==> src/hdl/gnss_early_prompt_late_correlator_assert.svh <==
// Assertion helpers for the correlator top module.
// Every check is sampled on the rising clock edge and is held off while reset is low.
`ifndef GNSS_EARLY_PROMPT_LATE_CORRELATOR_ASSERT_SVH
`define GNSS_EARLY_PROMPT_LATE_CORRELATOR_ASSERT_SVH

// A condition that must hold on every clock edge out of reset.
`define GEPL_ASSERT_ALWAYS(label, clk, rst_n, cond, msg) \
    label: assert property (@(posedge clk) disable iff (!rst_n) (cond)) else $error(msg);

// A consequence that must hold on the same edge as its trigger.
`define GEPL_ASSERT_IMPLY(label, clk, rst_n, ante, cons, msg) \
    label: assert property (@(posedge clk) disable iff (!rst_n) (ante) |-> (cons)) \
        else $error(msg);

`endif

==> src/hdl/gepl_pkg.sv <==
package gepl_pkg;

    // Defaults for the top-level parameters.
    localparam int CODE_DEPTH_DEF  = 1024;
    localparam int SAMPLE_BITS_DEF = 8;
    localparam int ACC_BITS_DEF    = 32;

    // Code phase format: integer chips above FRAC_CODE fractional bits.
    localparam int FRAC_CODE      = 22;
    localparam int LEN_W          = 11;
    localparam int PH_W           = LEN_W + FRAC_CODE;
    localparam int REM_DIVIDEND_W = 32 - FRAC_CODE;
    localparam int CHIP_IDX_W     = 10;
    localparam int CNT_W          = 17;
    localparam int TIX_W          = 4;
    localparam int TAB_W          = 6;

    localparam int CFG_IDX_W  = 3;
    localparam int CFG_DATA_W = 32;
    localparam int HALF_W     = 23;

    localparam int N_SUMS    = 6;
    localparam int OUT_W     = 32;
    localparam int RES_W     = N_SUMS * OUT_W;

    // Result queue between the accumulators and the output port.
    localparam int RES_Q_DEPTH = 4;
    localparam int RES_Q_AW    = 2;
    localparam int RES_CNT_W   = 3;

    localparam logic [CNT_W-1:0]  MAX_BLOCK        = 17'd65536;
    localparam logic [HALF_W-1:0] HALF_SPACING_RST = 23'd2097152;
    localparam logic [LEN_W-1:0]  CODE_LENGTH_RST  = 11'd1023;
    localparam logic [CNT_W-1:0]  BLOCK_LENGTH_RST = 17'd4000;

    // Configuration register indexes.
    localparam logic [CFG_IDX_W-1:0] REG_CARR_PHASE_INIT = 3'd0;
    localparam logic [CFG_IDX_W-1:0] REG_CARR_STEP       = 3'd1;
    localparam logic [CFG_IDX_W-1:0] REG_CODE_PHASE_INIT = 3'd2;
    localparam logic [CFG_IDX_W-1:0] REG_CODE_STEP       = 3'd3;
    localparam logic [CFG_IDX_W-1:0] REG_HALF_SPACING    = 3'd4;
    localparam logic [CFG_IDX_W-1:0] REG_CODE_LENGTH     = 3'd5;
    localparam logic [CFG_IDX_W-1:0] REG_BLOCK_LENGTH    = 3'd6;

    // Item kinds carried in tuser.
    localparam logic OP_SAMPLE = 1'b0;
    localparam logic OP_LOAD   = 1'b1;

    // Values that a new integration block starts from.
    typedef struct packed {
        logic [31:0]      carr_init;
        logic [31:0]      carr_step;
        logic [PH_W-1:0]  code_e;
        logic [PH_W-1:0]  code_p;
        logic [PH_W-1:0]  code_l;
        logic [PH_W-1:0]  code_step;
        logic [PH_W-1:0]  period;
        logic [CNT_W-1:0] blk_len;
    } t_blk_cfg;

    // Per-sample lookups produced by the phase generators.
    typedef struct packed {
        logic [LEN_W-1:0] idx_e;
        logic [LEN_W-1:0] idx_p;
        logic [LEN_W-1:0] idx_l;
        logic [TIX_W-1:0] tix;
        logic             last;
    } t_tap;

    // round(16*cos(k*pi/8)), four fractional bits.
    function automatic logic signed [TAB_W-1:0] cos_lut(input logic [TIX_W-1:0] k);
        logic signed [TAB_W-1:0] v;
        case (k)
            4'd0:    v = 6'sd16;
            4'd1:    v = 6'sd15;
            4'd2:    v = 6'sd11;
            4'd3:    v = 6'sd6;
            4'd4:    v = 6'sd0;
            4'd5:    v = -6'sd6;
            4'd6:    v = -6'sd11;
            4'd7:    v = -6'sd15;
            4'd8:    v = -6'sd16;
            4'd9:    v = -6'sd15;
            4'd10:   v = -6'sd11;
            4'd11:   v = -6'sd6;
            4'd12:   v = 6'sd0;
            4'd13:   v = 6'sd6;
            4'd14:   v = 6'sd11;
            default: v = 6'sd15;
        endcase
        return v;
    endfunction

    // The sine table is the cosine table a quarter cycle later.
    function automatic logic signed [TAB_W-1:0] sin_lut(input logic [TIX_W-1:0] k);
        logic [TIX_W-1:0] j;
        j = k - 4'd4;
        return cos_lut(j);
    endfunction

    // (a + b) mod p for a, b already below p.
    function automatic logic [PH_W-1:0] wrap_add(input logic [PH_W-1:0] a,
                                                 input logic [PH_W-1:0] b,
                                                 input logic [PH_W-1:0] p);
        logic [PH_W:0] s;
        s = {1'b0, a} + {1'b0, b};
        if (s >= {1'b0, p}) begin
            s = s - {1'b0, p};
        end
        return s[PH_W-1:0];
    endfunction

endpackage

==> src/hdl/gepl_chip_mem.sv <==
// Code chip table, kept in three copies so that early, prompt and late
// chips are read in the same cycle.
module gepl_chip_mem #(
    parameter int CODE_DEPTH = gepl_pkg::CODE_DEPTH_DEF,
    localparam int AW = $clog2(CODE_DEPTH)
) (
    input  logic          i_clk,
    input  logic          i_we,
    input  logic [AW-1:0] i_waddr,
    input  logic          i_wdata,
    input  logic          i_re,
    input  logic [AW-1:0] i_raddr_e,
    input  logic [AW-1:0] i_raddr_p,
    input  logic [AW-1:0] i_raddr_l,
    output logic [2:0]    o_chips
);
    logic r_mem_e [CODE_DEPTH];
    logic r_mem_p [CODE_DEPTH];
    logic r_mem_l [CODE_DEPTH];
    logic [2:0] r_chips;

    always_ff @(posedge i_clk) begin
        if (i_we) begin
            r_mem_e[i_waddr] <= i_wdata;
            r_mem_p[i_waddr] <= i_wdata;
            r_mem_l[i_waddr] <= i_wdata;
        end
    end

    always_ff @(posedge i_clk) begin
        if (i_re) begin
            r_chips <= {r_mem_l[i_raddr_l], r_mem_p[i_raddr_p], r_mem_e[i_raddr_e]};
        end
    end

    assign o_chips = r_chips;

endmodule

==> config.mk <==
export PLATFORM = sky130hd
export DESIGN_NAME = gepl_chip_mem
export DESIGN_NICKNAME = d
export VERILOG_FILES = /design/src/hdl/gnss_early_prompt_late_correlator_assert.svh /design/src/hdl/gepl_pkg.sv /design/src/hdl/gepl_chip_mem.sv
export SDC_FILE = /design/constraint.sdc
export NUM_CORES = 2
export LEC_CHECK = 0
export ABC_AREA = 1
export BUFFER_PORTS_ARGS = -buffer_cell sky130_fd_sc_hd__buf_2
export CORE_UTILIZATION = 35
export CTS_CLUSTER_DIAMETER = 60
export DETAILED_ROUTE_END_ITERATION = 16
export GPL_ROUTABILITY_DRIVEN = 0
export PLACE_DENSITY_LB_ADDON = 0.12
export SKIP_LAST_GASP = 1
export SLEW_MARGIN = 30
export SYNTH_ARGS = -nofsm -noshare
export SYNTH_HDL_FRONTEND = slang
export SYNTH_SLANG_ARGS = --single-unit
==> constraint.sdc <==
create_clock -name i_clk -period 2.2 [get_ports i_clk]
set_clock_uncertainty 0.1 [all_clocks]
set_input_delay 0.33 -clock i_clk [delete_from_list [all_inputs] [get_ports i_clk]]
set_output_delay 0.33 -clock i_clk [all_outputs]
set_load 0.02 [all_outputs]
==> results.toml <==
[drt]
drc = 0
finalWirelength_um = 344400
wire_per_inst_um = 28.76
vias_per_cell = 6.056
ant_nets = 0
drt_pass1_iterations = 7
via_count = 72520
first_iter_violations = 11490

[grt]
grt_pass1_wl_um = 487800
gr-total-overflow = 0
grt_max_degree = 118
grtUsageMet2_pct = 53.30
antenna_found_initial = 8
met3_usage_pct = 7.220
grt.busiest_layer = "met2"
grt_usage_pct = 34.76
grt_pass1_vias = 66740
gr-usage-met1_pct = 43.90

[final_layout]
layout.cells.most_common_list = "3163 x nand2_1, 2986 x nand3_1, 1027 x edfxtp_1"
areaGrowthSynthToFinish_pct = 20.88
drive_gt1_share_pct = 12.08
final_nets = 9386
mostFrequentLayoutCell = "nand2_1"
fin_area_mm2 = 0.08121

[worst_setup_path]
startpoint_type = "flip-flop"
rrSetupSlack_ns = 0.01
arrival_ns = 2.64
crit_path_end_kind = "flip-flop"
crit_type = "flip-flop to flip-flop"
reg2regPathDepth = 12
required_ns = 2.66
worstReg2RegEnd = "o_chips[1]"
timing.critical_path.to = "o_chips[1]"
worst-path-max-fanout = 3
crit_start = "r_mem_l[177]"
r2r_start = "r_mem_l[177]"

[clock_tree]
path_clk_slew_ns = 0.06
cts_root_buf = "clkbuf_16"
cts_tree = "built"
cts_buffer_depth = 3
htree_levels = 4
cts_sinks = 1027
clkLatencyLatePin_ns = 0.82
cts_buffers = 145

[run_status]
status = "finished clean"

[hold_path]
hp-class = "input port to flip-flop"

[die]
start_util_pct = 35.29
die_x_um = 440.1
core_area_mm2 = 0.1904
rows = 160
pin_count = 47
die_area_mm2 = 0.1937
dieHeight_um = 440.1

[timing]
finalSetupViolations = 0
tightest_slew_ns = 1.058
slew_headroom_pct = 29.44
grt_setup_unrepaired = "false"
min_period_ns = 2.185
fmax_mhz = 457.6
finalSetupTns_ns = 0
period_share_pct = 99.34
slew_violations = 0
finalHoldViolations = 0

[job]
max-cap-violations = 0

[synth]
yosysUniqueCellTypes = 15
yosys_register_bits = 1027
syn_nets = 9276
yosysSeqAreaShare_pct = 45.90
avgSynthCellArea_um2 = 7.278
postSynthCellCount = 9232
yosysWarningCount = 0
netlist_area_mm2 = 0.06719

[placed_design]
dp_hpwl_um = 216100
placed_area_mm2 = 0.07567
io_buffers = 46

[power_and_ir_drop]
power.density_mw_per_mm2 = 677.7
leakage_uw = 0.03160
ir_drop_mv = 0.8730
-- what timing repair did --
item / 4_1_cts / 5_1_grt
buffers inserted: 0 / 4
hold buffers: 18 / 0
endpoints found under the hold margin: 112 / 0
cloned: 0 / 0
setup endpoints to repair: 3 / 3
gates resized for setup: 16 / 60
-- worst max-delay path, stage by stage (launching register included) --
cell      delay [ns]
edfxtp_1        0.45
nand2_1         0.10
nand3_1         0.09
nand3_1         0.09
nand3_1         0.12
nand3_1         0.10
nand3_1         0.20
nand3_1         0.32
nand2_1         0.12
nand2_1         0.07
nand3_1         0.06
nand3_1         0.07
nand2_1         0.06
-- through the flow --
stage	instances	util (%)	worst slack [ns]	total power [µW]	hold WS [ns]
3_3_place_gp	11680	39.75	-0.8529	30340	0.5900
2_1_floorplan	9232	-	0.3025	26160	0.3289
6_report	11980	42.66	0.01456	55040	0.04484
4_1_cts	11970	42.47	-0.02059	54920	0.01227
3_5_place_dp	11680	39.75	-0.8201	30360	0.5875
5_1_grt	11970	42.66	0.0002354	56280	0.05607
-- worst min path at each step --
stage               start            to  depth (start not counted)
6_report       i_waddr[2]  r_mem_p[707]                          5
3_3_place_gp      i_wdata  r_mem_p[849]                          1
2_1_floorplan     i_wdata    r_mem_l[0]                          0
4_1_cts        i_waddr[2]  r_mem_p[707]                          5
5_1_grt        i_waddr[2]  r_mem_p[707]                          5
3_5_place_dp      i_wdata  r_mem_p[849]                          1
-- where the power goes --
| part | internal, µW | switching [µW] | leakage, µW |
|---|---|---|---|
| clock | 14800 | 9900 | 0.00239 |
| combinational | 2880 | 5890 | 0.0200 |
| sequential | 21500 | 21.7 | 0.00923 |
-- registers in the layout (all words and copies together) (netlist names) --
name     cells
r_mem_l    349
o_chips      3
r_mem_p    675
-- cells by family after synthesis --
| kind of cell | Yosys count | synth area share (%) |
|---|---|---|
| buf+inv | 926 | 7.717 |
| flops | 1027 | 45.90 |
| simple gates | 7279 | 46.38 |
-- cells in the mapped netlist --
master       n  area (µm²)
buf_4       41       307.8
inv_1       60       225.2
nand2_1   3200       12010
clkbuf_1   195       732.0
nor3_1      18       90.09
edfxtp_1  1027       30840
buf_1      101       379.1
nand3_1   3042       15220
nor2_1    1017        3817
inv_2       11       41.29
nor3_2       2       20.02
inv_6        3       26.28
buf_6      140        1577
buf_2      373        1867
buf_8        2       30.03
-- layout make-up --
class	instances	area [µm²]
inverter	74	401.6
clock buffer	163	3781
sequential	1027	30840
clock inverter	103	1154
timing repair buffer	815	10110
fill	19090	109200
multi-input combinational	7279	31780
tap	2511	3142
antenna	3	7.507
-- per-layer routing --
metal / vias to the layer above / routed length, µm
met4: 4 / 26630
met3: 1226 / 39280
met2: 5309 / 150900
li1: 31360 / -
met1: 34610 / 127600
met5: - / 36
No activity file was read; power rests on OpenSTA's default activity.
