===== src/hdl/gnss_early_prompt_late_correlator_assert.svh =====
// Assertion helpers for the correlator top module.
// Every check is sampled on the rising clock edge and is held off while reset is low.
`ifndef GNSS_EARLY_PROMPT_LATE_CORRELATOR_ASSERT_SVH
`define GNSS_EARLY_PROMPT_LATE_CORRELATOR_ASSERT_SVH

// A condition that must hold on every clock edge out of reset.
`define GEPL_ASSERT_ALWAYS(label, clk, rst_n, cond, msg) \
    label: assert property (@(posedge clk) disable iff (!rst_n) (cond)) else $error(msg);

// A consequence that must hold on the same edge as its trigger.
`define GEPL_ASSERT_IMPLY(label, clk, rst_n, ante, cons, msg) \
    label: assert property (@(posedge clk) disable iff (!rst_n) (ante) |-> (cons)) \
        else $error(msg);

`endif


===== src/hdl/gepl_pkg.sv =====
package gepl_pkg;

    // Defaults for the top-level parameters.
    localparam int CODE_DEPTH_DEF  = 1024;
    localparam int SAMPLE_BITS_DEF = 8;
    localparam int ACC_BITS_DEF    = 32;

    // Code phase format: integer chips above FRAC_CODE fractional bits.
    localparam int FRAC_CODE      = 22;
    localparam int LEN_W          = 11;
    localparam int PH_W           = LEN_W + FRAC_CODE;
    localparam int REM_DIVIDEND_W = 32 - FRAC_CODE;
    localparam int CHIP_IDX_W     = 10;
    localparam int CNT_W          = 17;
    localparam int TIX_W          = 4;
    localparam int TAB_W          = 6;

    localparam int CFG_IDX_W  = 3;
    localparam int CFG_DATA_W = 32;
    localparam int HALF_W     = 23;

    localparam int N_SUMS    = 6;
    localparam int OUT_W     = 32;
    localparam int RES_W     = N_SUMS * OUT_W;

    // Result queue between the accumulators and the output port.
    localparam int RES_Q_DEPTH = 4;
    localparam int RES_Q_AW    = 2;
    localparam int RES_CNT_W   = 3;

    localparam logic [CNT_W-1:0]  MAX_BLOCK        = 17'd65536;
    localparam logic [HALF_W-1:0] HALF_SPACING_RST = 23'd2097152;
    localparam logic [LEN_W-1:0]  CODE_LENGTH_RST  = 11'd1023;
    localparam logic [CNT_W-1:0]  BLOCK_LENGTH_RST = 17'd4000;

    // Configuration register indexes.
    localparam logic [CFG_IDX_W-1:0] REG_CARR_PHASE_INIT = 3'd0;
    localparam logic [CFG_IDX_W-1:0] REG_CARR_STEP       = 3'd1;
    localparam logic [CFG_IDX_W-1:0] REG_CODE_PHASE_INIT = 3'd2;
    localparam logic [CFG_IDX_W-1:0] REG_CODE_STEP       = 3'd3;
    localparam logic [CFG_IDX_W-1:0] REG_HALF_SPACING    = 3'd4;
    localparam logic [CFG_IDX_W-1:0] REG_CODE_LENGTH     = 3'd5;
    localparam logic [CFG_IDX_W-1:0] REG_BLOCK_LENGTH    = 3'd6;

    // Item kinds carried in tuser.
    localparam logic OP_SAMPLE = 1'b0;
    localparam logic OP_LOAD   = 1'b1;

    // Values that a new integration block starts from.
    typedef struct packed {
        logic [31:0]      carr_init;
        logic [31:0]      carr_step;
        logic [PH_W-1:0]  code_e;
        logic [PH_W-1:0]  code_p;
        logic [PH_W-1:0]  code_l;
        logic [PH_W-1:0]  code_step;
        logic [PH_W-1:0]  period;
        logic [CNT_W-1:0] blk_len;
    } t_blk_cfg;

    // Per-sample lookups produced by the phase generators.
    typedef struct packed {
        logic [LEN_W-1:0] idx_e;
        logic [LEN_W-1:0] idx_p;
        logic [LEN_W-1:0] idx_l;
        logic [TIX_W-1:0] tix;
        logic             last;
    } t_tap;

    // round(16*cos(k*pi/8)), four fractional bits.
    function automatic logic signed [TAB_W-1:0] cos_lut(input logic [TIX_W-1:0] k);
        logic signed [TAB_W-1:0] v;
        case (k)
            4'd0:    v = 6'sd16;
            4'd1:    v = 6'sd15;
            4'd2:    v = 6'sd11;
            4'd3:    v = 6'sd6;
            4'd4:    v = 6'sd0;
            4'd5:    v = -6'sd6;
            4'd6:    v = -6'sd11;
            4'd7:    v = -6'sd15;
            4'd8:    v = -6'sd16;
            4'd9:    v = -6'sd15;
            4'd10:   v = -6'sd11;
            4'd11:   v = -6'sd6;
            4'd12:   v = 6'sd0;
            4'd13:   v = 6'sd6;
            4'd14:   v = 6'sd11;
            default: v = 6'sd15;
        endcase
        return v;
    endfunction

    // The sine table is the cosine table a quarter cycle later.
    function automatic logic signed [TAB_W-1:0] sin_lut(input logic [TIX_W-1:0] k);
        logic [TIX_W-1:0] j;
        j = k - 4'd4;
        return cos_lut(j);
    endfunction

    // (a + b) mod p for a, b already below p.
    function automatic logic [PH_W-1:0] wrap_add(input logic [PH_W-1:0] a,
                                                 input logic [PH_W-1:0] b,
                                                 input logic [PH_W-1:0] p);
        logic [PH_W:0] s;
        s = {1'b0, a} + {1'b0, b};
        if (s >= {1'b0, p}) begin
            s = s - {1'b0, p};
        end
        return s[PH_W-1:0];
    endfunction

endpackage


===== src/hdl/gepl_nco.sv =====
// Carrier and code phase generators plus the sample counter of a block.
module gepl_nco (
    input  logic                i_clk,
    input  logic                i_rst_n,
    input  logic                i_take,
    input  gepl_pkg::t_blk_cfg  i_pend,
    output gepl_pkg::t_tap      o_tap
);
    localparam int PW = gepl_pkg::PH_W;
    localparam int FC = gepl_pkg::FRAC_CODE;
    localparam int CW = gepl_pkg::CNT_W;

    logic [31:0]   r_carr;
    logic [PW-1:0] r_e;
    logic [PW-1:0] r_p;
    logic [PW-1:0] r_l;
    logic [CW-1:0] r_sc;
    logic [PW-1:0] r_step;
    logic [PW-1:0] r_period;
    logic [31:0]   r_cstep;
    logic [CW-1:0] r_len;

    logic          first;
    logic [31:0]   cur_carr;
    logic [PW-1:0] cur_e;
    logic [PW-1:0] cur_p;
    logic [PW-1:0] cur_l;
    logic [PW-1:0] cur_step;
    logic [PW-1:0] cur_period;
    logic [31:0]   cur_cstep;
    logic [CW-1:0] cur_len;
    logic [CW-1:0] sc_inc;
    logic          last;

    // The first sample of a block starts from the set-up values.
    assign first      = (r_sc == '0);
    assign cur_carr   = first ? i_pend.carr_init : r_carr;
    assign cur_e      = first ? i_pend.code_e    : r_e;
    assign cur_p      = first ? i_pend.code_p    : r_p;
    assign cur_l      = first ? i_pend.code_l    : r_l;
    assign cur_step   = first ? i_pend.code_step : r_step;
    assign cur_period = first ? i_pend.period    : r_period;
    assign cur_cstep  = first ? i_pend.carr_step : r_cstep;
    assign cur_len    = first ? i_pend.blk_len   : r_len;

    assign sc_inc = r_sc + 1'b1;
    assign last   = (sc_inc == cur_len);

    always_comb begin
        o_tap.idx_e = cur_e[PW-1:FC];
        o_tap.idx_p = cur_p[PW-1:FC];
        o_tap.idx_l = cur_l[PW-1:FC];
        // Nearest sixteenth of a cycle.
        o_tap.tix   = cur_carr[31:28] + {3'b000, cur_carr[27]};
        o_tap.last  = last;
    end

    always_ff @(posedge i_clk) begin
        if (!i_rst_n) begin
            r_sc <= '0;
        end else if (i_take) begin
            r_sc <= last ? '0 : sc_inc;
        end
    end

    always_ff @(posedge i_clk) begin
        if (i_take) begin
            r_carr   <= cur_carr + cur_cstep;
            r_e      <= gepl_pkg::wrap_add(cur_e, cur_step, cur_period);
            r_p      <= gepl_pkg::wrap_add(cur_p, cur_step, cur_period);
            r_l      <= gepl_pkg::wrap_add(cur_l, cur_step, cur_period);
            r_step   <= cur_step;
            r_period <= cur_period;
            r_cstep  <= cur_cstep;
            r_len    <= cur_len;
        end
    end

endmodule


===== config.mk =====
export PLATFORM = sky130hd
export DESIGN_NAME = gepl_nco
export DESIGN_NICKNAME = d
export VERILOG_FILES = /design/src/hdl/gnss_early_prompt_late_correlator_assert.svh /design/src/hdl/gepl_pkg.sv /design/src/hdl/gepl_nco.sv
export SDC_FILE = /design/constraint.sdc
export NUM_CORES = 1
export LEC_CHECK = 0
export BUFFER_PORTS_ARGS = -buffer_cell sky130_fd_sc_hd__buf_2
export CORE_ASPECT_RATIO = 2
export CORE_MARGIN = 8
export CORE_UTILIZATION = 60
export CTS_BUF_LIST = sky130_fd_sc_hd__clkbuf_8
export DETAILED_ROUTE_END_ITERATION = 12
export GPL_TIMING_DRIVEN = 0
export PLACE_DENSITY = 0.82
export SLEW_MARGIN = 40
export SYNTH_ARGS = -nofsm -noshare
export SYNTH_HDL_FRONTEND = slang
export SYNTH_SLANG_ARGS = --single-unit
export TNS_END_PERCENT = 20

===== constraint.sdc =====
create_clock -name i_clk -period 8.6 [get_ports i_clk]
set_input_delay 0.43 -clock i_clk [delete_from_list [all_inputs] [get_ports i_clk]]
set_output_delay 0.43 -clock i_clk [all_outputs]
set_load 0.02 [all_outputs]

==> flow_metrics.py <==
metrics = {
    "run_status": {
        "outcome": "finished clean",
    },
    "drt": {
        "routed_wl_mm": 81.83,
        "drc": 0,
        "post_drt_via_cell_ratio": 6.360,
        "drtIter0Drc": 1316,
        "num_vias": 20786,
        "dr.pass1.iters": 5,
        "drtAntennaViolNets": 0,
        "avgRoutedWirePerCell_um": 25.04,
    },
    "yosys": {
        "yosys.area.top_type_share_pct": 31.34,
        "synth_xor_area_share_pct": 8.610,
        "yosysMostFrequentCell": "mux2_2",
        "synthMuxAreaShare_pct": 14.46,
        "ys_seq_area_share_pct": 32.78,
        "synth_top_flop_cell": "edfxtp_1",
        "netlist_top_cells_area": "edfxtp_1 31%, mux2_2 13%, ha_1 12%, xnor2_1 5.6%, a21oi_1 4.4%",
        "yosys_register_bits": 263,
        "synth_async_sr_flop_share_pct": 0,
        "synth_top_family_by_area": "compound AO/OA/AOI/OAI gates",
        "yosys.area.top_type": "edfxtp_1",
        "syn_nets": 2866,
        "syn-instance-count": 2377,
        "synthAdderAreaFrac_pct": 12.96,
        "synth_common_cells": "265 x mux2_2, 246 x edfxtp_1, 233 x ha_1",
        "avgSynthCellArea_um2": 9.916,
        "synth_cell_types": 74,
        "synthesis.area_um2": 23570,
        "synthSimpleGateAreaFrac_pct": 11.33,
        "synth_compound_area_share_pct": 17.27,
        "yosysWarnings": 0,
        "synth_edf_count": 246,
    },
    "clock_network": {
        "ctsRootBufferMaster": "clkbuf_8",
        "clock_latency_ns": 0.62,
        "cts.htree.levels": 2,
        "cts_buffers": 41,
        "cts.sinks": 263,
        "path_clk_slew_ns": 0.07,
        "cts_max_path_buffers": 3,
        "cts_tree": "done",
    },
    "setup_path": {
        "worstPathBufferInverterCount": 8,
        "worstPathRequired_ns": 8.95,
        "cp-end-kind": "flop",
        "cp_slowest_stage_delay_ns": 0.51,
        "cp_max_fo": 10,
        "crit_type": "reg2reg",
        "crit_family": "compound AO/OA/AOI/OAI gates",
        "startpoint_type": "flop",
        "cp_common_cell": "buf_4",
        "cp.arrival_ns": 8.77,
        "crit_slowest_cell": "nor4_1",
    },
    "power_and_ir_drop": {
        "power.leakage_nw": 11.28,
        "internal-power_mw": 5.920,
        "power.net_switching_mw": 5.268,
        "ir_drop_mv": 0.2733,
        "clockPowerShare_pct": 9.4,
        "power.density_nw_per_um2": 416.5,
        "seq_power_share_pct": 19.7,
        "p_sw_share_pct": 47.08,
        "power_mw": 11.19,
        "power_frac_comb_pct": 70.9,
    },
    "final_layout": {
        "ff_latch_area_um2": 7729,
        "fin_area_um2": 26860,
        "fillers": 3130,
        "final_core_util_pct": 69.24,
        "nets": 3205,
        "multi_input_area_um2": 15420,
        "drive_gt1_share_pct": 26.04,
        "syn_to_final_growth_pct": 13.96,
    },
    "floorplan": {
        "die-area_um2": 46270,
        "num_rows": 102,
        "die_h_um": 296.3,
        "die_w_um": 156.2,
        "core_um2": 38800,
        "start_util_pct": 60.76,
        "pin_count": 287,
    },
    "global_routing": {
        "first_global_vias": 21727,
        "antenna_found_initial": 2,
        "overflow": 0,
        "gr-usage-all-layers_pct": 34.55,
        "grt_max_degree": 79,
        "grt_pass1_wl_mm": 120.5,
    },
    "timing": {
        "rsz0062_at_grt": "true",
        "fin_crit_sh_pct": 97.83,
        "whs_ns": 0.1395,
        "relSlewSlack_pct": 40.53,
        "max_freq_mhz": 118.9,
        "tightest_slew_ns": 0.8673,
        "setup_viol": 0,
        "drv_slew": 0,
        "period_minus_slack_ns": 8.414,
        "skew_ns": 0.02618,
        "final_hold_viol_count": 0,
        "timing.setup.tns_ns": 0,
    },
    "min_path": {
        "hold_path.class": "in2reg",
    },
    "placement": {
        "port_buffers": 285,
        "routabilityCongestion": 1.008,
        "place_area_um2": 25790,
        "hpwlAfterDp_mm": 65.80,
    },
    "flow_run": {
        "maxCapViolations": 0,
    },
}
layer usage:
layer,vias up,global-route usage [%],share of wire [%],routed length (µm)
li1,9636,-,-,-
met1,9871,30.93,32,25940
met2,926,63.95,52,42260
met3,353,5.644,6.1,5005
met4,0,33.43,11,8624
met5,-,0,0,0
placed cells by master (no fill, tap or decap), types with 27 or more instances in the layout:
| master | count |
|---|---|
| xnor2_1 | 151 |
| xor2_1 | 78 |
| edfxtp_1 | 246 |
| nor2_1 | 160 |
| clkbuf_8 | 43 |
| o21ai_0 | 100 |
| a21o_1 | 90 |
| a21oi_1 | 206 |
| mux2_2 | 265 |
| nor3_1 | 33 |
| buf_2 | 292 |
| nand4_1 | 31 |
| nand2b_1 | 27 |
| o21a_1 | 36 |
| nand2_1 | 124 |
| inv_1 | 106 |
| nand3_1 | 51 |
| ha_1 | 232 |
| mux2i_1 | 37 |
registers in the layout (all words and copies together) (netlist names):
register / flops
r_cstep: 32
r_carr: 32
r_l: 33
r_period: 33
r_len: 17
r_e: 33
r_step: 33
r_sc: 17
r_p: 33
power by group through the flow:
stage,Sequential [mW],Combinational [mW],Clock (mW)
after detailed placement,2.22,7.61,0
after floorplan,2.18,5.62,0
after global placement,2.21,7.47,0
after CTS,2.20,7.76,1.06
after global routing,2.23,8.56,1.10
final,2.20,7.93,1.05
per-stage QoR:
stage,instances,worst slack (ns)
floorplan,2377,1.332
global placement,3182,-2.166
detailed placement,3186,-1.745
CTS,3261,-0.05624
global route,3267,-0.01589
finish,3268,0.1863
final cells by class:
class | count | share of cell area, %
multi-input cells | 1960 | 57.42
flip-flops and latches | 263 | 28.77
repair buffers | 298 | 5.981
well taps | 520 | 2.422
clock buffers | 42 | 2.152
plain buffers | 62 | 1.337
inverters | 90 | 1.258
clock inverters | 31 | 0.6381
diodes | 2 | 0.01863
repair_timing:
action | in CTS | in global routing
gates resized for setup | 46 | 38
endpoints found under the setup margin | 99 | 97
hold buffers | 0 | 0
buffers inserted | 2 | 7
pin swaps | 3 | 6
worst paths after layout:
path,start,end,slack (ns),cells past startpoint
max,r_sc[2],r_p[16],0.19,29
min,i_pend[206],r_cstep[24],0.14,2
max reg2reg,r_sc[2],r_p[16],0.19,29
min reg2reg,r_sc[15],r_sc[15],0.50,2
cell families (layout without fill, tap and decap cells):
kind of cell | Yosys count | count (layout)
AOI/OAI and AO/OA | 633 | 633
and+or+nand+nor | 550 | 550
muxes | 307 | 307
DFF | 263 | 263
adders and majority gates | 240 | 240
xor gates and xnor gates | 230 | 230
buffers and inverters | 154 | 523
other | 0 | 2
(Power assumes the default switching activity.)
