### src/hdl/gnss_early_prompt_late_correlator_assert.svh
// Assertion helpers for the correlator top module.
// Every check is sampled on the rising clock edge and is held off while reset is low.
`ifndef GNSS_EARLY_PROMPT_LATE_CORRELATOR_ASSERT_SVH
`define GNSS_EARLY_PROMPT_LATE_CORRELATOR_ASSERT_SVH

// A condition that must hold on every clock edge out of reset.
`define GEPL_ASSERT_ALWAYS(label, clk, rst_n, cond, msg) \
    label: assert property (@(posedge clk) disable iff (!rst_n) (cond)) else $error(msg);

// A consequence that must hold on the same edge as its trigger.
`define GEPL_ASSERT_IMPLY(label, clk, rst_n, ante, cons, msg) \
    label: assert property (@(posedge clk) disable iff (!rst_n) (ante) |-> (cons)) \
        else $error(msg);

`endif

### src/hdl/gepl_pkg.sv
package gepl_pkg;

    // Defaults for the top-level parameters.
    localparam int CODE_DEPTH_DEF  = 1024;
    localparam int SAMPLE_BITS_DEF = 8;
    localparam int ACC_BITS_DEF    = 32;

    // Code phase format: integer chips above FRAC_CODE fractional bits.
    localparam int FRAC_CODE      = 22;
    localparam int LEN_W          = 11;
    localparam int PH_W           = LEN_W + FRAC_CODE;
    localparam int REM_DIVIDEND_W = 32 - FRAC_CODE;
    localparam int CHIP_IDX_W     = 10;
    localparam int CNT_W          = 17;
    localparam int TIX_W          = 4;
    localparam int TAB_W          = 6;

    localparam int CFG_IDX_W  = 3;
    localparam int CFG_DATA_W = 32;
    localparam int HALF_W     = 23;

    localparam int N_SUMS    = 6;
    localparam int OUT_W     = 32;
    localparam int RES_W     = N_SUMS * OUT_W;

    // Result queue between the accumulators and the output port.
    localparam int RES_Q_DEPTH = 4;
    localparam int RES_Q_AW    = 2;
    localparam int RES_CNT_W   = 3;

    localparam logic [CNT_W-1:0]  MAX_BLOCK        = 17'd65536;
    localparam logic [HALF_W-1:0] HALF_SPACING_RST = 23'd2097152;
    localparam logic [LEN_W-1:0]  CODE_LENGTH_RST  = 11'd1023;
    localparam logic [CNT_W-1:0]  BLOCK_LENGTH_RST = 17'd4000;

    // Configuration register indexes.
    localparam logic [CFG_IDX_W-1:0] REG_CARR_PHASE_INIT = 3'd0;
    localparam logic [CFG_IDX_W-1:0] REG_CARR_STEP       = 3'd1;
    localparam logic [CFG_IDX_W-1:0] REG_CODE_PHASE_INIT = 3'd2;
    localparam logic [CFG_IDX_W-1:0] REG_CODE_STEP       = 3'd3;
    localparam logic [CFG_IDX_W-1:0] REG_HALF_SPACING    = 3'd4;
    localparam logic [CFG_IDX_W-1:0] REG_CODE_LENGTH     = 3'd5;
    localparam logic [CFG_IDX_W-1:0] REG_BLOCK_LENGTH    = 3'd6;

    // Item kinds carried in tuser.
    localparam logic OP_SAMPLE = 1'b0;
    localparam logic OP_LOAD   = 1'b1;

    // Values that a new integration block starts from.
    typedef struct packed {
        logic [31:0]      carr_init;
        logic [31:0]      carr_step;
        logic [PH_W-1:0]  code_e;
        logic [PH_W-1:0]  code_p;
        logic [PH_W-1:0]  code_l;
        logic [PH_W-1:0]  code_step;
        logic [PH_W-1:0]  period;
        logic [CNT_W-1:0] blk_len;
    } t_blk_cfg;

    // Per-sample lookups produced by the phase generators.
    typedef struct packed {
        logic [LEN_W-1:0] idx_e;
        logic [LEN_W-1:0] idx_p;
        logic [LEN_W-1:0] idx_l;
        logic [TIX_W-1:0] tix;
        logic             last;
    } t_tap;

    // round(16*cos(k*pi/8)), four fractional bits.
    function automatic logic signed [TAB_W-1:0] cos_lut(input logic [TIX_W-1:0] k);
        logic signed [TAB_W-1:0] v;
        case (k)
            4'd0:    v = 6'sd16;
            4'd1:    v = 6'sd15;
            4'd2:    v = 6'sd11;
            4'd3:    v = 6'sd6;
            4'd4:    v = 6'sd0;
            4'd5:    v = -6'sd6;
            4'd6:    v = -6'sd11;
            4'd7:    v = -6'sd15;
            4'd8:    v = -6'sd16;
            4'd9:    v = -6'sd15;
            4'd10:   v = -6'sd11;
            4'd11:   v = -6'sd6;
            4'd12:   v = 6'sd0;
            4'd13:   v = 6'sd6;
            4'd14:   v = 6'sd11;
            default: v = 6'sd15;
        endcase
        return v;
    endfunction

    // The sine table is the cosine table a quarter cycle later.
    function automatic logic signed [TAB_W-1:0] sin_lut(input logic [TIX_W-1:0] k);
        logic [TIX_W-1:0] j;
        j = k - 4'd4;
        return cos_lut(j);
    endfunction

    // (a + b) mod p for a, b already below p.
    function automatic logic [PH_W-1:0] wrap_add(input logic [PH_W-1:0] a,
                                                 input logic [PH_W-1:0] b,
                                                 input logic [PH_W-1:0] p);
        logic [PH_W:0] s;
        s = {1'b0, a} + {1'b0, b};
        if (s >= {1'b0, p}) begin
            s = s - {1'b0, p};
        end
        return s[PH_W-1:0];
    endfunction

endpackage

### src/hdl/gepl_rem.sv
// Restoring remainder, one dividend bit per cycle.
module gepl_rem (
    input  logic                                i_clk,
    input  logic                                i_rst_n,
    input  logic                                i_start,
    input  logic [gepl_pkg::REM_DIVIDEND_W-1:0] i_dividend,
    input  logic [gepl_pkg::LEN_W-1:0]          i_divisor,
    output logic                                o_busy,
    output logic [gepl_pkg::LEN_W-1:0]          o_rem
);
    localparam int DW     = gepl_pkg::REM_DIVIDEND_W;
    localparam int LW     = gepl_pkg::LEN_W;
    localparam int CNT_BW = $clog2(DW + 1);

    logic [CNT_BW-1:0] r_cnt;
    logic [DW-1:0]     r_shift;
    logic [LW-1:0]     r_rem;
    logic [LW-1:0]     r_div;
    logic [LW:0]       n_trial;

    always_comb begin
        n_trial = {r_rem, r_shift[DW-1]};
        if (n_trial >= {1'b0, r_div}) begin
            n_trial = n_trial - {1'b0, r_div};
        end
    end

    always_ff @(posedge i_clk) begin
        if (!i_rst_n) begin
            r_cnt <= '0;
        end else if (i_start) begin
            r_cnt <= CNT_BW'(DW);
        end else if (r_cnt != '0) begin
            r_cnt <= r_cnt - 1'b1;
        end
    end

    always_ff @(posedge i_clk) begin
        if (i_start) begin
            r_shift <= i_dividend;
            r_div   <= i_divisor;
            r_rem   <= '0;
        end else if (r_cnt != '0) begin
            r_shift <= {r_shift[DW-2:0], 1'b0};
            r_rem   <= n_trial[LW-1:0];
        end
    end

    assign o_busy = (r_cnt != '0);
    assign o_rem  = r_rem;

endmodule

### src/hdl/gepl_cfg.sv
// Configuration registers and the setup that turns them into block start values.
module gepl_cfg #(
    parameter int CODE_DEPTH = gepl_pkg::CODE_DEPTH_DEF
) (
    input  logic                             i_clk,
    input  logic                             i_rst_n,
    input  logic                             i_cfg_we,
    input  logic [gepl_pkg::CFG_IDX_W-1:0]   i_cfg_index,
    input  logic [gepl_pkg::CFG_DATA_W-1:0]  i_cfg_wdata,
    output gepl_pkg::t_blk_cfg               o_pend,
    output logic                             o_busy
);
    localparam int LW = gepl_pkg::LEN_W;
    localparam int FC = gepl_pkg::FRAC_CODE;
    localparam int PW = gepl_pkg::PH_W;
    localparam int CAP_INT = (CODE_DEPTH > 2047) ? 2047 : CODE_DEPTH;
    localparam logic [LW-1:0] LEN_CAP = LW'(CAP_INT);

    typedef enum logic [2:0] {
        ST_START,
        ST_DIV,
        ST_EARLY,
        ST_PROMPT,
        ST_LATE,
        ST_IDLE
    } t_state;

    t_state r_state;

    logic [31:0]                    r_carr_init;
    logic [31:0]                    r_carr_step;
    logic [31:0]                    r_code_init;
    logic [31:0]                    r_code_step;
    logic [gepl_pkg::HALF_W-1:0]    r_half;
    logic [LW-1:0]                  r_len;
    logic [gepl_pkg::CNT_W-1:0]     r_blk;

    logic [PW-1:0] r_dneg;
    logic [PW-1:0] r_code_e;
    logic [PW-1:0] r_code_p;
    logic [PW-1:0] r_code_l;

    logic [LW-1:0]               len_c;
    logic [gepl_pkg::CNT_W-1:0]  blk_c;
    logic                        d_int;
    logic [PW-1:0]               period;
    logic [PW-1:0]               half_d;
    logic [PW-1:0]               step_w;
    logic [PW-1:0]               init_w;
    logic                        rem_start;
    logic                        rem_step_busy;
    logic                        rem_init_busy;
    logic [LW-1:0]               rem_step;
    logic [LW-1:0]               rem_init;

    always_comb begin
        if (r_len == '0) begin
            len_c = LW'(1);
        end else if (r_len > LEN_CAP) begin
            len_c = LEN_CAP;
        end else begin
            len_c = r_len;
        end
        if (r_blk == '0) begin
            blk_c = gepl_pkg::CNT_W'(1);
        end else if (r_blk > gepl_pkg::MAX_BLOCK) begin
            blk_c = gepl_pkg::MAX_BLOCK;
        end else begin
            blk_c = r_blk;
        end
    end

    // The spacing has at most one whole chip, which vanishes in a one-chip period.
    assign d_int  = (len_c == LW'(1)) ? 1'b0 : r_half[FC];
    assign period = {len_c, {FC{1'b0}}};
    assign half_d = {{(LW-1){1'b0}}, d_int, r_half[FC-1:0]};
    assign step_w = {rem_step, r_code_step[FC-1:0]};
    assign init_w = {rem_init, r_code_init[FC-1:0]};

    assign rem_start = (r_state == ST_START);

    gepl_rem u_rem_step (
        .i_clk      (i_clk),
        .i_rst_n    (i_rst_n),
        .i_start    (rem_start),
        .i_dividend (r_code_step[31:FC]),
        .i_divisor  (len_c),
        .o_busy     (rem_step_busy),
        .o_rem      (rem_step)
    );

    gepl_rem u_rem_init (
        .i_clk      (i_clk),
        .i_rst_n    (i_rst_n),
        .i_start    (rem_start),
        .i_dividend (r_code_init[31:FC]),
        .i_divisor  (len_c),
        .o_busy     (rem_init_busy),
        .o_rem      (rem_init)
    );

    always_ff @(posedge i_clk) begin
        if (!i_rst_n) begin
            r_state     <= ST_START;
            r_carr_init <= '0;
            r_carr_step <= '0;
            r_code_init <= '0;
            r_code_step <= '0;
            r_half      <= gepl_pkg::HALF_SPACING_RST;
            r_len       <= gepl_pkg::CODE_LENGTH_RST;
            r_blk       <= gepl_pkg::BLOCK_LENGTH_RST;
        end else begin
            if (i_cfg_we) begin
                unique case (i_cfg_index)
                    gepl_pkg::REG_CARR_PHASE_INIT: r_carr_init <= i_cfg_wdata;
                    gepl_pkg::REG_CARR_STEP:       r_carr_step <= i_cfg_wdata;
                    gepl_pkg::REG_CODE_PHASE_INIT: r_code_init <= i_cfg_wdata;
                    gepl_pkg::REG_CODE_STEP:       r_code_step <= i_cfg_wdata;
                    gepl_pkg::REG_HALF_SPACING:
                        r_half <= i_cfg_wdata[gepl_pkg::HALF_W-1:0];
                    gepl_pkg::REG_CODE_LENGTH:     r_len <= i_cfg_wdata[LW-1:0];
                    gepl_pkg::REG_BLOCK_LENGTH:
                        r_blk <= i_cfg_wdata[gepl_pkg::CNT_W-1:0];
                    default: ;
                endcase
            end
            if (i_cfg_we) begin
                r_state <= ST_START;
            end else begin
                unique case (r_state)
                    ST_START:  r_state <= ST_DIV;
                    ST_DIV: begin
                        if (!rem_step_busy && !rem_init_busy) begin
                            r_state <= ST_EARLY;
                        end
                    end
                    ST_EARLY:  r_state <= ST_PROMPT;
                    ST_PROMPT: r_state <= ST_LATE;
                    ST_LATE:   r_state <= ST_IDLE;
                    ST_IDLE:   r_state <= ST_IDLE;
                    default:   r_state <= ST_START;
                endcase
            end
        end
    end

    // Start phases: early = init - d, prompt and late one spacing apart each.
    always_ff @(posedge i_clk) begin
        if (r_state == ST_START) begin
            r_dneg <= period - half_d;
        end
        if (r_state == ST_EARLY) begin
            r_code_e <= gepl_pkg::wrap_add(init_w, r_dneg, period);
        end
        if (r_state == ST_PROMPT) begin
            r_code_p <= gepl_pkg::wrap_add(r_code_e, half_d, period);
        end
        if (r_state == ST_LATE) begin
            r_code_l <= gepl_pkg::wrap_add(r_code_p, half_d, period);
        end
    end

    always_comb begin
        o_pend.carr_init = r_carr_init;
        o_pend.carr_step = r_carr_step;
        o_pend.code_e    = r_code_e;
        o_pend.code_p    = r_code_p;
        o_pend.code_l    = r_code_l;
        o_pend.code_step = step_w;
        o_pend.period    = period;
        o_pend.blk_len   = blk_c;
    end

    assign o_busy = (r_state != ST_IDLE);

endmodule

### config.mk
export PLATFORM = sky130hd
export DESIGN_NAME = gepl_cfg
export DESIGN_NICKNAME = d
export VERILOG_FILES = /design/src/hdl/gnss_early_prompt_late_correlator_assert.svh /design/src/hdl/gepl_pkg.sv /design/src/hdl/gepl_rem.sv /design/src/hdl/gepl_cfg.sv
export SDC_FILE = /design/constraint.sdc
export NUM_CORES = 1
export LEC_CHECK = 0
export ABC_CLOCK_PERIOD_IN_PS = 6400
export BUFFER_PORTS_ARGS = -buffer_cell sky130_fd_sc_hd__clkbuf_2
export CAP_MARGIN = 20
export CORE_ASPECT_RATIO = 0.5
export CORE_MARGIN = 8
export CORE_UTILIZATION = 59
export CTS_CLUSTER_DIAMETER = 100
export DETAILED_ROUTE_END_ITERATION = 7
export PLACE_DENSITY = 0.92
export REMOVE_ABC_BUFFERS = 1
export SETUP_SLACK_MARGIN = 0.2
export SLEW_MARGIN = 10
export SYNTH_ARGS = -nofsm -noshare
export SYNTH_HDL_FRONTEND = slang
export SYNTH_SLANG_ARGS = --single-unit
### constraint.sdc
create_clock -name i_clk -period 6.4 [get_ports i_clk]
set_input_delay 0.64 -clock i_clk [delete_from_list [all_inputs] [get_ports i_clk]]
set_output_delay 0.64 -clock i_clk [all_outputs]
set_load 0.02 [all_outputs]
==> metrics.txt <==
fillers 2757; layout cells sized above 1 0.155; Nets 2772; synthesized area 0.0214 sq mm; initial drt markers 2085; Final min period 5.88 ns; dominant cell type by area after synthesis edfxtp_1; input/output buffers 262; Multi-input gate area 0.0114 sq mm; Setup crit start r_code_init[0]; fmax 170 MHz; EDFF count, synth 163; count of cell types in the netlist 78; maximum vdd drop 0.000168 V; Hold Crit Class primary input to flop; Clk pwr share 0.369; Worst-Skew Late Latency 0.54 ns; synth top area cells edfxtp_1 (23%), dfxtp_1 (20%), nand2_1 (9.0%), ha_1 (7.9%), a21boi_0 (6.6%); Design Area, Final 0.0242 sq mm; GRT overflow 0; ys flop type dfxtp_1; Syn Inst Count 2368; Leakage 10.3 nW; fin. max-slew vios 0; Final Power 5.59 mW; final hold viol count 0; hold depth 3; clock sink count 375; reg2reg start r_code_init[0]; placed cell areas 0.0230 sq mm; die width 286 um; largest net degree at the start of global routing 112; Logic pwr share 0.157; Syn-to-layout area delta 12.7%; endpoint type of the worst setup path flop; Vias 18655; Seq pwr share 0.474; PD cells 231 mW/mm^2; DP HPWL 47.2 mm; Worst R2R Path Depth 23; gp weighted congestion 0.970; DIE HEIGHT 151 um; measured slew at the worst slew-check pin 1.06 ns; Hold Startpoint i_cfg_wdata[27]; syn_area_per_cell 9.05 sq um; num ports 285; number of global-route vias before repair 17864; Clock Path Buffers 3; Total GRT Usage 0.278; asr flop ratio synth 0; H-tree depth 2; TritonCTS Buffers 35; first-pass GRT wire length 96.5 mm; startpoint types flop; unrepaired setup endpoints after global routing false; Syn. warnings 0; sw frac 0.271; hold_buf cts 0; outcome finished clean; CP max FO 11; Final setup violation count 0; root buffer cell clkbuf_16; top cell type's share of synthesized area 0.228; period utilisation layout 0.918; TritonCTS clock tree built; post-route ant nets 0; TNS Setup 0 ns; Clock transition at path regs 0.07 ns; Reg area 0.00914 sq mm; Cell Rows 49; kind of critical path flop to flop; Critical Path AT 6.16 ns; die area 0.0431 sq mm; clk_skew 0.0227 ns; Initial Util 0.598; net switching power figure 1.51 mW; maxcap violations 0; First-pass DRT Iterations 6; via-per-instance ratio 6.01; FF+latch count, synth 375; Slew HR 0.294; Pint 4.08 mW; CP Data Required Time 6.68 ns; Seq/Total Area, Yosys 0.426; core footprint 0.0359 sq mm; final wirelength 62.9 mm; initial antenna violation count 3; Post-route DRC 0; Core Util, Final 0.673; average wire per cell in the routed design 20.3 um
## state kept, by name (all words and copies together), names as in the netlist
signal,count
u_rem_step.r_div,11
u_rem_init.r_shift,10
r_len,11
r_carr_init,32
u_rem_step.r_cnt,4
r_dneg,33
r_code_p,33
u_rem_step.r_shift,10
r_carr_step,32
u_rem_init.r_cnt,4
r_blk,17
u_rem_step.o_rem,11
r_code_step,32
u_rem_init.o_rem,11
r_half,23
r_state,3
r_code_l,33
r_code_init,32
r_code_e,33
## layer usage
layer | global-route usage | vias up | part of all wire
met5 | 0 | - | 0
met1 | 0.364 | 8847 | 0.40
met2 | 0.454 | 929 | 0.46
met4 | 0.115 | 0 | 0.041
li1 | - | 8695 | -
met3 | 0.0526 | 184 | 0.10
## layout make-up
class,count,area share
antenna,3,0.000311
clock buffer,49,0.0414
clock inverter,13,0.00420
inverter,99,0.0154
multi-input combinational,1793,0.473
sequential,375,0.379
tap,484,0.0251
timing repair buffer,286,0.0618
## critical path, cell delays in order (launching register included)
cell	delay, ns
dfxtp_1	0.35
ha_1	0.20
inv_1	0.06
fa_1	0.40
nand2b_1	0.22
a21oi_4	0.21
o311ai_0	0.19
a31oi_1	0.26
nand2_1	0.08
o31a_2	0.36
o21ai_1	0.22
mux2i_1	0.23
o2111ai_1	0.17
ha_1	0.38
nand4_1	0.11
nor2_1	0.09
nand4_1	0.11
or4_1	0.39
or4_1	0.42
nor4_2	0.15
nand4b_1	0.17
o221ai_2	0.20
buf_4	0.27
mux2_2	0.36
## cell usage in the layout, fill, tap and decap left out, types with 82 or more instances in the layout
| master | count |
|---|---|
| nand2_1 | 513 |
| clkbuf_2 | 261 |
| dfxtp_1 | 208 |
| a21boi_0 | 185 |
| edfxtp_1 | 163 |
| ha_1 | 136 |
| nor2_1 | 124 |
| inv_1 | 98 |
| a21oi_1 | 97 |
| xnor2_1 | 82 |
## logic make-up after synthesis
group                    synth area share
multiplexers                       0.0281
XOR/XNOR                           0.0515
flip-flops                          0.426
buffers and inverters              0.0473
other                            0.000175
AND/OR/NAND/NOR                     0.189
AO/OA/AOI/OAI                       0.171
adder cells (fa/ha/maj)            0.0869
## synth_stat cells (5+ instances only)
| library cell | count |
|---|---|
| nor4_1 | 21 |
| a2111oi_0 | 5 |
| nor2b_1 | 38 |
| buf_4 | 45 |
| and3_1 | 17 |
| nand3_1 | 50 |
| nor2_1 | 128 |
| or3_1 | 11 |
| nand4_1 | 21 |
| o2111ai_1 | 5 |
| a211oi_1 | 9 |
| xor2_1 | 44 |
| edfxtp_1 | 163 |
| nor3b_1 | 7 |
| clkbuf_1 | 72 |
| nand3b_1 | 5 |
| mux2i_1 | 22 |
| o311ai_0 | 6 |
| nand2_1 | 513 |
| nand2b_1 | 19 |
| a31oi_1 | 12 |
| o211ai_1 | 14 |
| o21a_1 | 25 |
| or2_2 | 7 |
| xnor2_1 | 82 |
| nor3_1 | 41 |
| o21bai_1 | 16 |
| mux2_2 | 22 |
| dfxtp_1 | 212 |
| a21o_1 | 40 |
| inv_1 | 98 |
| a21oi_1 | 98 |
| ha_1 | 136 |
| fa_1 | 8 |
| or4_1 | 9 |
| mux2_4 | 9 |
| o31ai_1 | 7 |
| o22ai_1 | 5 |
| o21ai_0 | 75 |
| and2_1 | 11 |
| a21boi_0 | 187 |
## worst paths after layout
check	to	slack, ns
worst max-delay path	r_code_e[32]	0.52
worst min-delay path	r_carr_step[27]	0.39
worst max register to register	r_code_e[32]	0.52
worst min register to register	r_code_step[22]	0.46
## metrics by stage
step	std cells	hold slack, ns	setup WS [ns]
after floorplan	2267	0.439	0.441
after global placement	3034	0.450	0.341
after detailed placement	3034	0.456	0.183
after CTS	3097	0.370	0.270
after global routing	3102	0.386	0.207
final	3102	0.386	0.523
## power by group through the flow
| stage | Clock, mW | Sequential, mW | Combinational (mW) |
|---|---|---|---|
| after floorplan | 0 | 2.70 | 0.584 |
| after global placement | 0 | 2.69 | 0.819 |
| after detailed placement | 0 | 2.70 | 0.848 |
| after CTS | 2.08 | 2.65 | 0.858 |
| after global routing | 2.17 | 2.65 | 0.944 |
| final | 2.06 | 2.65 | 0.876 |
## repair_timing
item	in CTS	in global routing
gates cloned	0	0
resized for setup	1	15
pin swaps	1	0
setup buffers	1	0
setup endpoints to repair	11	33
Power figures use the tool's default switching activity.
